**src/rtl/sbapd_pkg.sv**
```systemverilog
`timescale 1ns / 1ps
`default_nettype none

package sbapd_pkg;

  // default store depth in values
  localparam int unsigned MaxDimsDefault = 64;

  localparam int unsigned ByteW   = 8;
  localparam int unsigned HalfW   = 7;
  localparam int unsigned ValueW  = 14;
  localparam int unsigned IndexW  = 6;
  localparam int unsigned StatusW = 2;
  localparam int unsigned ExpW    = 7;
  localparam int unsigned BcW     = 15;

  localparam logic [ExpW-1:0] ExpectedReset = 7'd1;

  // result status codes
  localparam logic [StatusW-1:0] StOk       = 2'd0;
  localparam logic [StatusW-1:0] StBadSum   = 2'd1;
  localparam logic [StatusW-1:0] StBadCount = 2'd2;

  // controller to datapath commands
  typedef struct packed {
    logic                 sum_clear;
    logic                 sum_add;
    logic                 low_load;
    logic                 count_load;
    logic                 bc_clear;
    logic                 bc_inc;
    logic                 ram_wr;
    logic                 status_load;
    logic [StatusW-1:0]   status_code;
    logic                 rd_clear;
    logic                 rd_issue;
    logic                 value_load;
  } cmd_t;

  // datapath to controller status
  typedef struct packed {
    logic byte_zero;
    logic cnt_zero;
    logic cnt_over;
    logic val_done;
    logic skip_done;
    logic sum_ok;
    logic count_ok;
    logic count_zero;
    logic drain_last;
    logic out_free;
  } sts_t;

endpackage

`default_nettype wire

```
**src/rtl/sbapd_ram.sv**
```systemverilog
`timescale 1ns / 1ps
`default_nettype none

module sbapd_ram #(
  parameter int unsigned Width = 14,
  parameter int unsigned Depth = 64,
  localparam int unsigned AddrW = (Depth > 1) ? $clog2(Depth) : 1
) (
  input  wire logic             clk_i,
  input  wire logic             wr_en_i,
  input  wire logic [AddrW-1:0] wr_addr_i,
  input  wire logic [Width-1:0] wr_data_i,
  input  wire logic             rd_en_i,
  input  wire logic [AddrW-1:0] rd_addr_i,
  output logic      [Width-1:0] rd_data_o
);

  logic [Width-1:0] mem_q [Depth];

  always_ff @(posedge clk_i) begin
    if (wr_en_i) begin
      mem_q[wr_addr_i] <= wr_data_i;
    end
    if (rd_en_i) begin
      rd_data_o <= mem_q[rd_addr_i];
    end
  end

endmodule

`default_nettype wire

```
**src/rtl/sbapd_dp.sv**
```systemverilog
`timescale 1ns / 1ps
`default_nettype none

module sbapd_dp #(
  parameter int unsigned MAX_DIMS = sbapd_pkg::MaxDimsDefault
) (
  input  wire logic                         clk_i,
  input  wire logic                         rst_ni,
  input  wire logic                         cfg_valid_i,
  input  wire logic [sbapd_pkg::ExpW-1:0]   cfg_expected_count_i,
  input  wire logic [sbapd_pkg::ByteW-1:0]  rx_byte_i,
  input  wire logic                         out_ready_i,
  input  wire sbapd_pkg::cmd_t              cmd_i,
  output sbapd_pkg::sts_t                   sts_o,
  output logic                              out_valid_o,
  output logic [sbapd_pkg::ValueW-1:0]      value_o,
  output logic [sbapd_pkg::IndexW-1:0]      index_o,
  output logic                              last_o,
  output logic [sbapd_pkg::StatusW-1:0]     status_o
);

  localparam int unsigned AddrW = (MAX_DIMS > 1) ? $clog2(MAX_DIMS) : 1;
  localparam int unsigned RdW   = $clog2(MAX_DIMS + 1);
  localparam logic [sbapd_pkg::ValueW-1:0] MaxW = sbapd_pkg::ValueW'(MAX_DIMS);

  logic [sbapd_pkg::ExpW-1:0]    expected_q;
  logic [sbapd_pkg::ValueW-1:0]  count_q, count_d;
  logic [sbapd_pkg::BcW-1:0]     bc_q, bc_inc;
  logic [sbapd_pkg::ByteW-1:0]   sum_q;
  logic [sbapd_pkg::HalfW-1:0]   low_q;
  logic [RdW-1:0]                rd_idx_q;
  logic [sbapd_pkg::ValueW-1:0]  rd_ext, drain_n;
  logic [sbapd_pkg::ValueW-1:0]  ram_rdata;
  logic [sbapd_pkg::ValueW-1:0]  new_value;
  logic                          out_valid_q;
  logic                          out_free;

  assign new_value = {rx_byte_i[sbapd_pkg::HalfW-1:0], low_q};
  assign count_d   = new_value;
  assign bc_inc    = bc_q + 1'b1;
  assign rd_ext    = sbapd_pkg::ValueW'(rd_idx_q);
  assign drain_n   = (count_q > MaxW) ? MaxW : count_q;
  assign out_free  = !out_valid_q || out_ready_i;

  always_comb begin
    sts_o            = '0;
    sts_o.byte_zero  = (rx_byte_i == '0);
    sts_o.cnt_zero   = (count_d == '0);
    sts_o.cnt_over   = (count_d > MaxW);
    sts_o.val_done   = (bc_inc[sbapd_pkg::BcW-1:1] >= count_q);
    sts_o.skip_done  = (bc_inc >= {count_q, 1'b0});
    sts_o.sum_ok     = ((sum_q | 8'h80) == rx_byte_i);
    sts_o.count_ok   = (count_q == sbapd_pkg::ValueW'(expected_q));
    sts_o.count_zero = (count_q == '0);
    sts_o.drain_last = ((rd_ext + 1'b1) == drain_n);
    sts_o.out_free   = out_free;
  end

  // packet parse registers
  always_ff @(posedge clk_i or negedge rst_ni) begin
    if (!rst_ni) begin
      expected_q <= sbapd_pkg::ExpectedReset;
      count_q    <= '0;
      bc_q       <= '0;
      sum_q      <= '0;
      low_q      <= '0;
      rd_idx_q   <= '0;
    end else begin
      if (cfg_valid_i) begin
        expected_q <= cfg_expected_count_i;
      end
      if (cmd_i.sum_clear) begin
        sum_q <= '0;
      end else if (cmd_i.sum_add) begin
        sum_q <= sum_q + rx_byte_i;
      end
      if (cmd_i.low_load) begin
        low_q <= rx_byte_i[sbapd_pkg::HalfW-1:0];
      end
      if (cmd_i.count_load) begin
        count_q <= count_d;
      end
      if (cmd_i.bc_clear) begin
        bc_q <= '0;
      end else if (cmd_i.bc_inc) begin
        bc_q <= bc_inc;
      end
      if (cmd_i.rd_clear) begin
        rd_idx_q <= '0;
      end else if (cmd_i.value_load) begin
        rd_idx_q <= rd_idx_q + 1'b1;
      end
    end
  end

  sbapd_ram #(
    .Width (sbapd_pkg::ValueW),
    .Depth (MAX_DIMS)
  ) u_store (
    .clk_i     (clk_i),
    .wr_en_i   (cmd_i.ram_wr),
    .wr_addr_i (bc_q[AddrW:1]),
    .wr_data_i (new_value),
    .rd_en_i   (cmd_i.rd_issue),
    .rd_addr_i (rd_idx_q[AddrW-1:0]),
    .rd_data_o (ram_rdata)
  );

  // output register
  always_ff @(posedge clk_i or negedge rst_ni) begin
    if (!rst_ni) begin
      out_valid_q <= 1'b0;
    end else if (cmd_i.status_load || cmd_i.value_load) begin
      out_valid_q <= 1'b1;
    end else if (out_ready_i) begin
      out_valid_q <= 1'b0;
    end
  end

  always_ff @(posedge clk_i) begin
    if (cmd_i.status_load) begin
      value_o  <= '0;
      index_o  <= '0;
      last_o   <= 1'b1;
      status_o <= cmd_i.status_code;
    end else if (cmd_i.value_load) begin
      value_o  <= ram_rdata;
      index_o  <= rd_ext[sbapd_pkg::IndexW-1:0];
      last_o   <= ((rd_ext + 1'b1) == count_q);
      status_o <= sbapd_pkg::StOk;
    end
  end

  assign out_valid_o = out_valid_q;

`ifndef ASSERT_OFF
  a_load_when_free: assert property (@(posedge clk_i) disable iff (!rst_ni)
    (cmd_i.status_load || cmd_i.value_load) |-> out_free)
    else $error("output register loaded while holding an untaken item");

  a_status_is_last: assert property (@(posedge clk_i) disable iff (!rst_ni)
    cmd_i.status_load |=> (out_valid_q && last_o && status_o != sbapd_pkg::StOk))
    else $error("status result not presented as final item");

  a_no_wr_during_rd: assert property (@(posedge clk_i) disable iff (!rst_ni)
    !(cmd_i.ram_wr && (cmd_i.rd_issue || cmd_i.value_load)))
    else $error("store written during drain");
`endif

endmodule

`default_nettype wire

```
**src/rtl/sbapd_ctrl.sv**
```systemverilog
`timescale 1ns / 1ps
`default_nettype none

module sbapd_ctrl (
  input  wire logic            clk_i,
  input  wire logic            rst_ni,
  input  wire logic            in_valid_i,
  output logic                 in_ready_o,
  input  wire sbapd_pkg::sts_t sts_i,
  output sbapd_pkg::cmd_t      cmd_o
);

  typedef enum logic [3:0] {
    PhSync,
    PhCntLo,
    PhCntHi,
    PhValLo,
    PhValHi,
    PhSkip,
    PhCheck,
    PhDrainRd,
    PhDrainWr
  } phase_e;

  phase_e state_q, state_d;
  logic   acc;

  assign acc = in_valid_i && in_ready_o;

  always_comb begin
    state_d    = state_q;
    cmd_o      = '0;
    in_ready_o = 1'b0;
    case (state_q)
      PhSync: begin
        in_ready_o = 1'b1;
        if (acc && sts_i.byte_zero) begin
          cmd_o.sum_clear = 1'b1;
          state_d         = PhCntLo;
        end
      end
      PhCntLo: begin
        in_ready_o = 1'b1;
        if (acc) begin
          cmd_o.sum_add  = 1'b1;
          cmd_o.low_load = 1'b1;
          state_d        = PhCntHi;
        end
      end
      PhCntHi: begin
        in_ready_o = 1'b1;
        if (acc) begin
          cmd_o.sum_add    = 1'b1;
          cmd_o.count_load = 1'b1;
          cmd_o.bc_clear   = 1'b1;
          if (sts_i.cnt_zero) begin
            state_d = PhCheck;
          end else if (sts_i.cnt_over) begin
            state_d = PhSkip;
          end else begin
            state_d = PhValLo;
          end
        end
      end
      PhValLo: begin
        in_ready_o = 1'b1;
        if (acc) begin
          cmd_o.sum_add  = 1'b1;
          cmd_o.low_load = 1'b1;
          cmd_o.bc_inc   = 1'b1;
          state_d        = PhValHi;
        end
      end
      PhValHi: begin
        in_ready_o = 1'b1;
        if (acc) begin
          cmd_o.sum_add = 1'b1;
          cmd_o.ram_wr  = 1'b1;
          cmd_o.bc_inc  = 1'b1;
          state_d       = sts_i.val_done ? PhCheck : PhValLo;
        end
      end
      PhSkip: begin
        in_ready_o = 1'b1;
        if (acc) begin
          cmd_o.sum_add = 1'b1;
          cmd_o.bc_inc  = 1'b1;
          if (sts_i.skip_done) begin
            state_d = PhCheck;
          end
        end
      end
      PhCheck: begin
        // the check byte may produce a status item at once
        in_ready_o = sts_i.out_free;
        if (acc) begin
          state_d = PhSync;
          if (!sts_i.sum_ok) begin
            cmd_o.status_load = 1'b1;
            cmd_o.status_code = sbapd_pkg::StBadSum;
          end else if (!sts_i.count_ok) begin
            cmd_o.status_load = 1'b1;
            cmd_o.status_code = sbapd_pkg::StBadCount;
          end else if (!sts_i.count_zero) begin
            cmd_o.rd_clear = 1'b1;
            state_d        = PhDrainRd;
          end
        end
      end
      PhDrainRd: begin
        cmd_o.rd_issue = 1'b1;
        state_d        = PhDrainWr;
      end
      PhDrainWr: begin
        if (sts_i.out_free) begin
          cmd_o.value_load = 1'b1;
          state_d          = sts_i.drain_last ? PhSync : PhDrainRd;
        end
      end
      default: begin
        state_d = PhSync;
      end
    endcase
  end

  always_ff @(posedge clk_i or negedge rst_ni) begin
    if (!rst_ni) begin
      state_q <= PhSync;
    end else begin
      state_q <= state_d;
    end
  end

`ifndef ASSERT_OFF
  a_drain_read_then_write: assert property (@(posedge clk_i) disable iff (!rst_ni)
    (state_q == PhDrainRd) |=> (state_q == PhDrainWr))
    else $error("drain read not followed by output load step");

  a_no_input_in_drain: assert property (@(posedge clk_i) disable iff (!rst_ni)
    (cmd_o.rd_issue || cmd_o.value_load) |-> !acc)
    else $error("byte accepted during drain");
`endif

endmodule

`default_nettype wire

```
**src/rtl/seven_bit_array_packet_deframer_top.sv**
```systemverilog
// seven-bit array packet deframer
// input channel: one rx byte per item (in_valid_i / in_ready_o); bytes are
//   dropped until a zero sync byte, then a 14-bit count (two 7-bit bytes, low
//   first), count values of two 7-bit bytes each, and a check byte
// output channel: value, index, last, status per item (out_valid_o / out_ready_i)
// config channel: expected_count written on cfg_valid_i, always ready
// throughput: one byte per cycle while parsing; results come only on the
//   check byte, which is taken once the output register is free
// a good packet of n values is read back from the value store item by item
//   (store read, then output load), so input is held off after the check byte
//   until the last item is loaded; the store's registered read port sets this
// a bad checksum or wrong count yields one status item in the cycle after the
//   check byte is accepted
// reset: parser waits for sync, expected_count returns to 1, output empty;
//   the store is not cleared
// receiver stall: the held result blocks the next check byte or drain step,
//   ordinary packet bytes keep flowing
`timescale 1ns / 1ps
`default_nettype none

module seven_bit_array_packet_deframer_top #(
  parameter int unsigned MAX_DIMS = sbapd_pkg::MaxDimsDefault
) (
  input  wire logic                         clk_i,
  input  wire logic                         rst_ni,
  // config write
  input  wire logic                         cfg_valid_i,
  output logic                              cfg_ready_o,
  input  wire logic [sbapd_pkg::ExpW-1:0]   cfg_expected_count_i,
  // byte input
  input  wire logic                         in_valid_i,
  output logic                              in_ready_o,
  input  wire logic [sbapd_pkg::ByteW-1:0]  rx_byte_i,
  // result output
  output logic                              out_valid_o,
  input  wire logic                         out_ready_i,
  output logic [sbapd_pkg::ValueW-1:0]      value_o,
  output logic [sbapd_pkg::IndexW-1:0]      index_o,
  output logic                              last_o,
  output logic [sbapd_pkg::StatusW-1:0]     status_o
);

  sbapd_pkg::cmd_t cmd;
  sbapd_pkg::sts_t sts;

  // config register is a plain write, never back-pressured
  assign cfg_ready_o = 1'b1;

  sbapd_ctrl u_ctrl (
    .clk_i      (clk_i),
    .rst_ni     (rst_ni),
    .in_valid_i (in_valid_i),
    .in_ready_o (in_ready_o),
    .sts_i      (sts),
    .cmd_o      (cmd)
  );

  sbapd_dp #(
    .MAX_DIMS (MAX_DIMS)
  ) u_dp (
    .clk_i                (clk_i),
    .rst_ni               (rst_ni),
    .cfg_valid_i          (cfg_valid_i),
    .cfg_expected_count_i (cfg_expected_count_i),
    .rx_byte_i            (rx_byte_i),
    .out_ready_i          (out_ready_i),
    .cmd_i                (cmd),
    .sts_o                (sts),
    .out_valid_o          (out_valid_o),
    .value_o              (value_o),
    .index_o              (index_o),
    .last_o               (last_o),
    .status_o             (status_o)
  );

endmodule

`default_nettype wire
```
**config.mk**
```make
export PLATFORM = sky130hd
export DESIGN_NAME = seven_bit_array_packet_deframer_top
export DESIGN_NICKNAME = d
export VERILOG_FILES = /design/src/rtl/sbapd_pkg.sv /design/src/rtl/sbapd_ram.sv /design/src/rtl/sbapd_dp.sv /design/src/rtl/sbapd_ctrl.sv /design/src/rtl/seven_bit_array_packet_deframer_top.sv
export SDC_FILE = /design/constraint.sdc
export NUM_CORES = 1
export LEC_CHECK = 0
export ABC_AREA = 1
export ABC_CLOCK_PERIOD_IN_PS = 3300
export BUFFER_PORTS_ARGS = -buffer_cell sky130_fd_sc_hd__buf_2
export CAP_MARGIN = 20
export CELL_PAD_IN_SITES_DETAIL_PLACEMENT = 0
export CELL_PAD_IN_SITES_GLOBAL_PLACEMENT = 1
export CORE_MARGIN = 5
export CORE_UTILIZATION = 45
export CTS_BUF_LIST = sky130_fd_sc_hd__clkbuf_4 sky130_fd_sc_hd__clkbuf_8
export CTS_CLUSTER_SIZE = 8
export DETAILED_ROUTE_END_ITERATION = 8
export PLACE_DENSITY_LB_ADDON = 0.1
export RECOVER_POWER = 100
export SETUP_SLACK_MARGIN = 0.05
export SLEW_MARGIN = 30
export SYNTH_ARGS = -nofsm -noshare
export SYNTH_HDL_FRONTEND = slang
export SYNTH_SLANG_ARGS = --single-unit
```
**constraint.sdc**
```tcl
create_clock -name clk_i -period 3.3 [get_ports clk_i]
set_clock_uncertainty 0.1 [all_clocks]
set_input_delay 0.66 -clock clk_i [delete_from_list [all_inputs] [get_ports clk_i]]
set_output_delay 0.66 -clock clk_i [all_outputs]
set_load 0.005 [all_outputs]
```
; ---- Word-level counts from Yosys, hierarchy flattened
; Memories as Yosys holds them, arrays and structs flattened. A register that Yosys moved wholly into a read port is not among the register bits.
; Cells that the tools add are included.
[op_classes]
n_reduce_logical = 19
add_sub_neg = 4
div = 0
bitwise_logic = 0
n_lt_le_gt_ge = 4
n_mux = 50
n_eq_ne = 21
shifts = 0
mul = 0
[ops]
columns = cell, n
row1 = 2-to-1 mux 4 bit, 12
row2 = one-hot mux 4 bit (9 select lines), 1
row3 = 2-to-1 mux 15 bit, 2
row4 = equality test 14 bit, 2
row5 = greater-than comparator 14 x 7 -> 1 bit (second input constant), 2
row6 = zero test 14 bit, 2
row7 = 2-to-1 mux 3 bit, 8
row8 = equality test 4 x 3 -> 1 bit (second input constant), 4
row9 = 2-to-1 mux 8 bit, 2
row10 = inequality test 2 x 1 -> 1 bit (second input constant), 8
row11 = adder 15 x 1 -> 15 bit (second input constant), 1
row12 = greater-or-equal comparator 15 bit, 1
row13 = 2-to-1 mux 1 bit, 15
row14 = equality test 14 x 7 -> 1 bit, 1
row15 = greater-or-equal comparator 14 bit, 1
row16 = 2-to-1 mux 14 bit, 1
row17 = 2-to-1 mux 7 bit, 2
row18 = nonzero test 2 bit, 5
row19 = AND reduction 9 bit, 1
row20 = adder 7 x 1 -> 8 bit (second input constant), 1
row21 = adder 8 bit, 1
row22 = equality test 4 x 2 -> 1 bit (second input constant), 2
row23 = equality test 8 bit, 1
row24 = zero test 8 bit, 1
row25 = 13 further kinds, 21
[totals]
rom_bits = 0
in_bits = 20
latchBits = 0
elab_cells = 111
output_inout_bits = 26
ff_bits = 86
mem_bits_rw = 896
memories = 1
[memory_table]
columns = name, words, word_bits, rd, rd_clocked_by_memory_dff, wr, line_no
row1 = u_dp.u_store.mem_q, 64, 14, 1, 1, 1, sbapd_ram.sv:18  ; logic [Width-1:0] mem_q [Depth];

; ---- Logic depth before layout (Yosys ltp)
[logic_depth]
word_depth = 8
depth_mapped = 22
mapped_depth_nobuf = 22

; ---- By module
; A second synthesis with hierarchy kept.
[unflattened]
cells_unflattened = 3776
area_unflattened_um2 = 42030.3
[by_module_without_submodules]
columns = mod, seq_area_each_um2, n_inst, area_each_um2, cells_per_inst
row1 = sbapd_ram, 27326.2, 1, 37045.5, 3088
row2 = sbapd_dp, 1933.1, 1, 4439.3, 592
row3 = sbapd_ctrl, 100.1, 1, 534.3, 94
row4 = seven_bit_array_packet_deframer_top, 0.0, 1, 11.3, 2

; ---- Worst setup path after synthesis
; OpenSTA, ideal clock, no wires.
[synth_timing]
path_type = register -> register
from = reg u_dp.bc_q[4] (netlist name)
to = reg u_ctrl.state_q[1]
path_slack_ns = 0.420
setup_ns = 0.116
path_stages_with_launch = 22
arrival_ns = 2.664
period_less_slack_ns = 2.880
cell_sequence = dfrtp_1 > inv_1 > nor2_1 > inv_1 > nor2_1 > nand2_1 > inv_1 > nand4_1 > xor2_1 > inv_1 > ha_1 > nand2_1 > nor3_1 > nand3b_1 > nor2_1 > nor2_1 > nand3_1 > nand2_1 > nor2_1 > inv_1 > nand2_1 > nand2_1
[synth_between]
elab_chain_len = 4
[synth_rtl]
columns = element, line_no
row1 = "start, declared", sbapd_dp.sv:28  ; logic [sbapd_pkg::BcW-1:0] bc_q, bc_inc;
row2 = "start signal, assigned", sbapd_dp.sv:86  ; bc_q <= bc_inc;
row3 = adder 15 x 1 -> 15 bit, sbapd_dp.sv:40  ; assign bc_inc = bc_q + 1'b1;
row4 = greater-or-equal comparator 15 bit, sbapd_dp.sv:51  ; sts_o.skip_done = (bc_inc >= {count_q, 1'b0});
row5 = inequality test 2 bit (no source line), --
row6 = AND reduction 9 bit (no source line), --
row7 = "end signal, assigned", sbapd_ctrl.sv:128  ; state_q <= PhSync;
row8 = "end signal, assigned", sbapd_ctrl.sv:130  ; state_q <= state_d;
row9 = "end, declared", sbapd_ctrl.sv:25  ; phase_e state_q, state_d;
; No other way between the ends.
; A chain may end at the register's enable or synchronous reset.

==> flow_metrics.py <==
metrics = {
    "cts": {
        "clk_pin_slew_ns": 0.06,
        "htree_levels": 4,
        "cts_buffer_depth": 3,
        "clk_latency_ns": 0.86,
        "clock_sinks": 995,
        "numCtsBuffers": 166,
        "cts_tree": "built",
        "cts-root-buf": "clkbuf_8",
    },
    "yosys": {
        "synth_compound_area_frac": 0.131,
        "synth-edff-count": 912,
        "syn_area_mm2": 0.0406,
        "synth_fa_ha_area_frac": 0.00728,
        "synthSimpleGateAreaFrac": 0.101,
        "synth-seq-cells": 995,
        "ys_seq_area_frac": 0.724,
        "synthCells": 3366,
        "synth_fp_nets": 3409,
        "synth_area_per_cell_um2": 12.1,
        "yosys.area.top_type": "edfxtp_1",
        "yosys.area.top_type_share": 0.675,
        "yosysUniqueCellTypes": 49,
        "yosysWarnings": 0,
        "synth_top_family_by_area": "compound AO/OA/AOI/OAI gates",
        "synth_mux_area_frac": 0.000833,
        "synth_area_leaders": "edfxtp_1 68%, o21ai_0 7.3%, nor2_1 5.9%, dfrtp_1 3.8%, o22ai_1 3.6%",
        "synth_ff_type": "edfxtp_1",
        "synthXorXnorAreaFrac": 0.00410,
        "ys_async_sr_fraction": 0.0623,
    },
    "die": {
        "die-area_mm2": 0.0963,
        "coreArea_mm2": 0.0897,
        "start_util": 0.452,
        "die_x_um": 310,
        "fp-row-count": 110,
        "io-pin-count": 46,
        "die_h_um": 310,
    },
    "final_layout": {
        "drive_above_1_share": 0.126,
        "areaGrowthSynthToFinish_pct": 13.9,
        "layout_common_cells": "912 x edfxtp_1, 631 x nor2_1, 595 x o21ai_0",
        "final_common_cell": "edfxtp_1",
        "final_nets": 3613,
    },
    "grt": {
        "grt_overflow": 0,
        "grt_max_degree": 87,
        "track_usage": 0.245,
        "grt_first_pass_wirelength_um": 175000,
        "grt_pass1_vias": 27000,
        "antenna_found_initial": 3,
    },
    "route": {
        "drt-pass1-iter-count": 6,
        "drtAntennaViolNets": 0,
        "wire_per_inst_um": 24.5,
        "via_count": 27600,
        "drt_iter0_drc": 2436,
        "drcViolationCount": 0,
        "vias_per_cell": 5.67,
        "routed_wirelength_um": 119000,
    },
    "timing": {
        "hold_viol_final": 0,
        "slew_headroom": -0.883,
        "fmax_ghz": 0.320,
        "whs_ns": 0.118,
        "tightest_slew_ns": 2.82,
        "setup_viol": 0,
        "rsz0062_at_grt": "false",
        "finalWorstSetupSlack_ns": 0.172,
        "period_share": 0.948,
        "slew_viol_final": 858,
        "period_needed_ns": 3.13,
        "setup_tns_ns": 0,
    },
    "status": {
        "status": "finished with violations",
        "violations": "max-capacitance violations, max-slew violations",
    },
    "min_path": {
        "holdPathEnd": "u_dp.expected_q[6]",
        "worstHoldStart": "cfg_valid_i",
        "holdCritPathClass": "primary input to flip-flop",
        "hold_depth": 2,
    },
    "critical_path": {
        "crit_path_cell_trace": "buf_12, buf_6, clkbuf_2, o21ai_0, o22ai_1, nor2_1, o21ai_1, o211ai_1, nand2_1",
        "cpPeakStageDelay_ns": 0.53,
        "ff2ff_path_depth": 9,
        "critPathLaunchType": "flip-flop",
        "rrSetupSlack_ns": 0.17,
        "required_ns": 3.89,
        "cp-end-kind": "flip-flop",
        "cp_slowest_cell": "dfrtp_4",
        "r2r_start": "u_dp.rd_idx_q[0]",
        "critical_path_class": "flip-flop to flip-flop",
        "reg2reg_to": "u_dp.u_store.rd_data_o[6]",
        "worstPathArrival_ns": 3.72,
        "crit_fanout": 80,
    },
    "place": {
        "hpwl_um": 69700,
        "pre_cts_ws_ns": 0.101,
        "routabilityCongestion": 0.857,
        "io_buffers": 44,
    },
    "pwr": {
        "irDropWorstVdd_mv": 0.797,
        "power_leakage_nw": 15.9,
        "p_per_area_mw_per_mm2": 841,
    },
    "run": {
        "maxCapViolCount": 15,
    },
}
[power by group]
part	leakage, nW	internal [W]	total [W]	switching [W]
combinational	5.06	0.00373	0.0129	0.00914
clock	1.67	0.00552	0.0105	0.00501
sequential	9.19	0.0151	0.0155	0.000416
[worst max-delay path, delay by kind of cell (launching register included)]
kind / cells / cell delay [ns]
flops: 1 / 0.53
simple gates: 2 / 0.24
buf+inv: 3 / 1.09
compound gates: 4 / 0.98
[cell families after synthesis]
family,count (synthesis)
adders and majority gates,23
xor gates and xnor gates,19
DFF,995
AOI/OAI and AO/OA,963
other,1
and+or+nand+nor,1039
muxes,3
buffers and inverters,323
[layer usage]
layer / routed length (µm) / track usage / vias up
met5: 0 / 0 / -
met4: 3200 / 0.0761 / 0
met3: 6720 / 0.0420 / 166
met2: 57500 / 0.402 / 847
met1: 51800 / 0.339 / 13900
li1: - / - / 12700
[synthesized netlist by cell type, types with 2 or more instances]
master / instances
edfxtp_1: 912
nor2_1: 633
o21ai_0: 593
nand2_1: 307
o22ai_1: 236
clkbuf_1: 169
inv_1: 106
dfrtp_1: 61
nand3_1: 59
a21oi_1: 47
o211ai_1: 40
buf_2: 30
ha_1: 22
dfxtp_1: 21
o21bai_1: 13
o21ai_1: 12
o221ai_1: 12
xor2_1: 12
nor3_1: 11
buf_1: 10
nand4_1: 9
xnor2_1: 7
or2_2: 5
inv_2: 3
mux2_2: 3
nand3b_1: 3
nand4_2: 3
buf_4: 2
buf_6: 2
nand2_2: 2
nor3_4: 2
nor4_1: 2
[registers in the layout (all words and copies together), names as in the netlist]
name / cells
u_dp.u_store.mem_q: 896
u_dp.bc_q: 15
u_dp.count_q: 14
u_dp.u_store.rd_data_o: 14
u_dp.value_o: 14
u_dp.expected_q: 7
u_dp.low_q: 7
u_dp.rd_idx_q: 7
u_dp.sum_q: 7
u_dp.index_o: 6
u_ctrl.state_q: 4
u_dp.status_o: 2
u_dp.last_o: 1
u_dp.out_valid_o: 1
[through the flow]
step                      power, W  cell area, µm²  cells  utilization
after floorplan             0.0230           40600   3366            -
after CTS                   0.0391           46500   4867        0.518
final                       0.0389           46200   4871        0.515
after global placement      0.0284           43100   4559        0.481
after detailed placement    0.0286           43100   4559        0.481
after global routing        0.0409           46200   4871        0.515
[how the worst max path moves through the flow]
stage,cells after the start,slack (ns),to,start
2_1_floorplan,21,0.42,u_ctrl.state_q[1],u_dp.bc_q[4]
3_3_place_gp,21,0.08,u_ctrl.state_q[2],u_dp.bc_q[3]
3_5_place_dp,21,0.10,u_ctrl.state_q[2],u_dp.bc_q[3]
4_1_cts,21,0.14,u_ctrl.state_q[1],u_dp.bc_q[3]
5_1_grt,11,0.03,u_dp.u_store.mem_q[49][3],u_ctrl.state_q[2]
6_report,9,0.17,u_dp.u_store.rd_data_o[6],u_dp.rd_idx_q[0]
[area by class of cell]
type	instances	area (µm²)
Antenna cell	2	5.00
Clock buffer	225	2750
Clock inverter	66	407
Fill cell	7903	43500
Inverter	110	427
Multi-Input combinational cell	2048	9940
Sequential cell	995	29400
Tap cell	1176	1470
Timing Repair Buffer	249	1810
[timing repair]
action | CTS | global route
buffers inserted | 0 | 1
hold buffers | 17 | 0
pin swaps | 0 | 1
hold endpoints to repair | 34 | 0
endpoints found under the setup margin | 2 | 3
gates resized for setup | 1 | 8
Note: power is estimated with default switching activity, not from simulation.
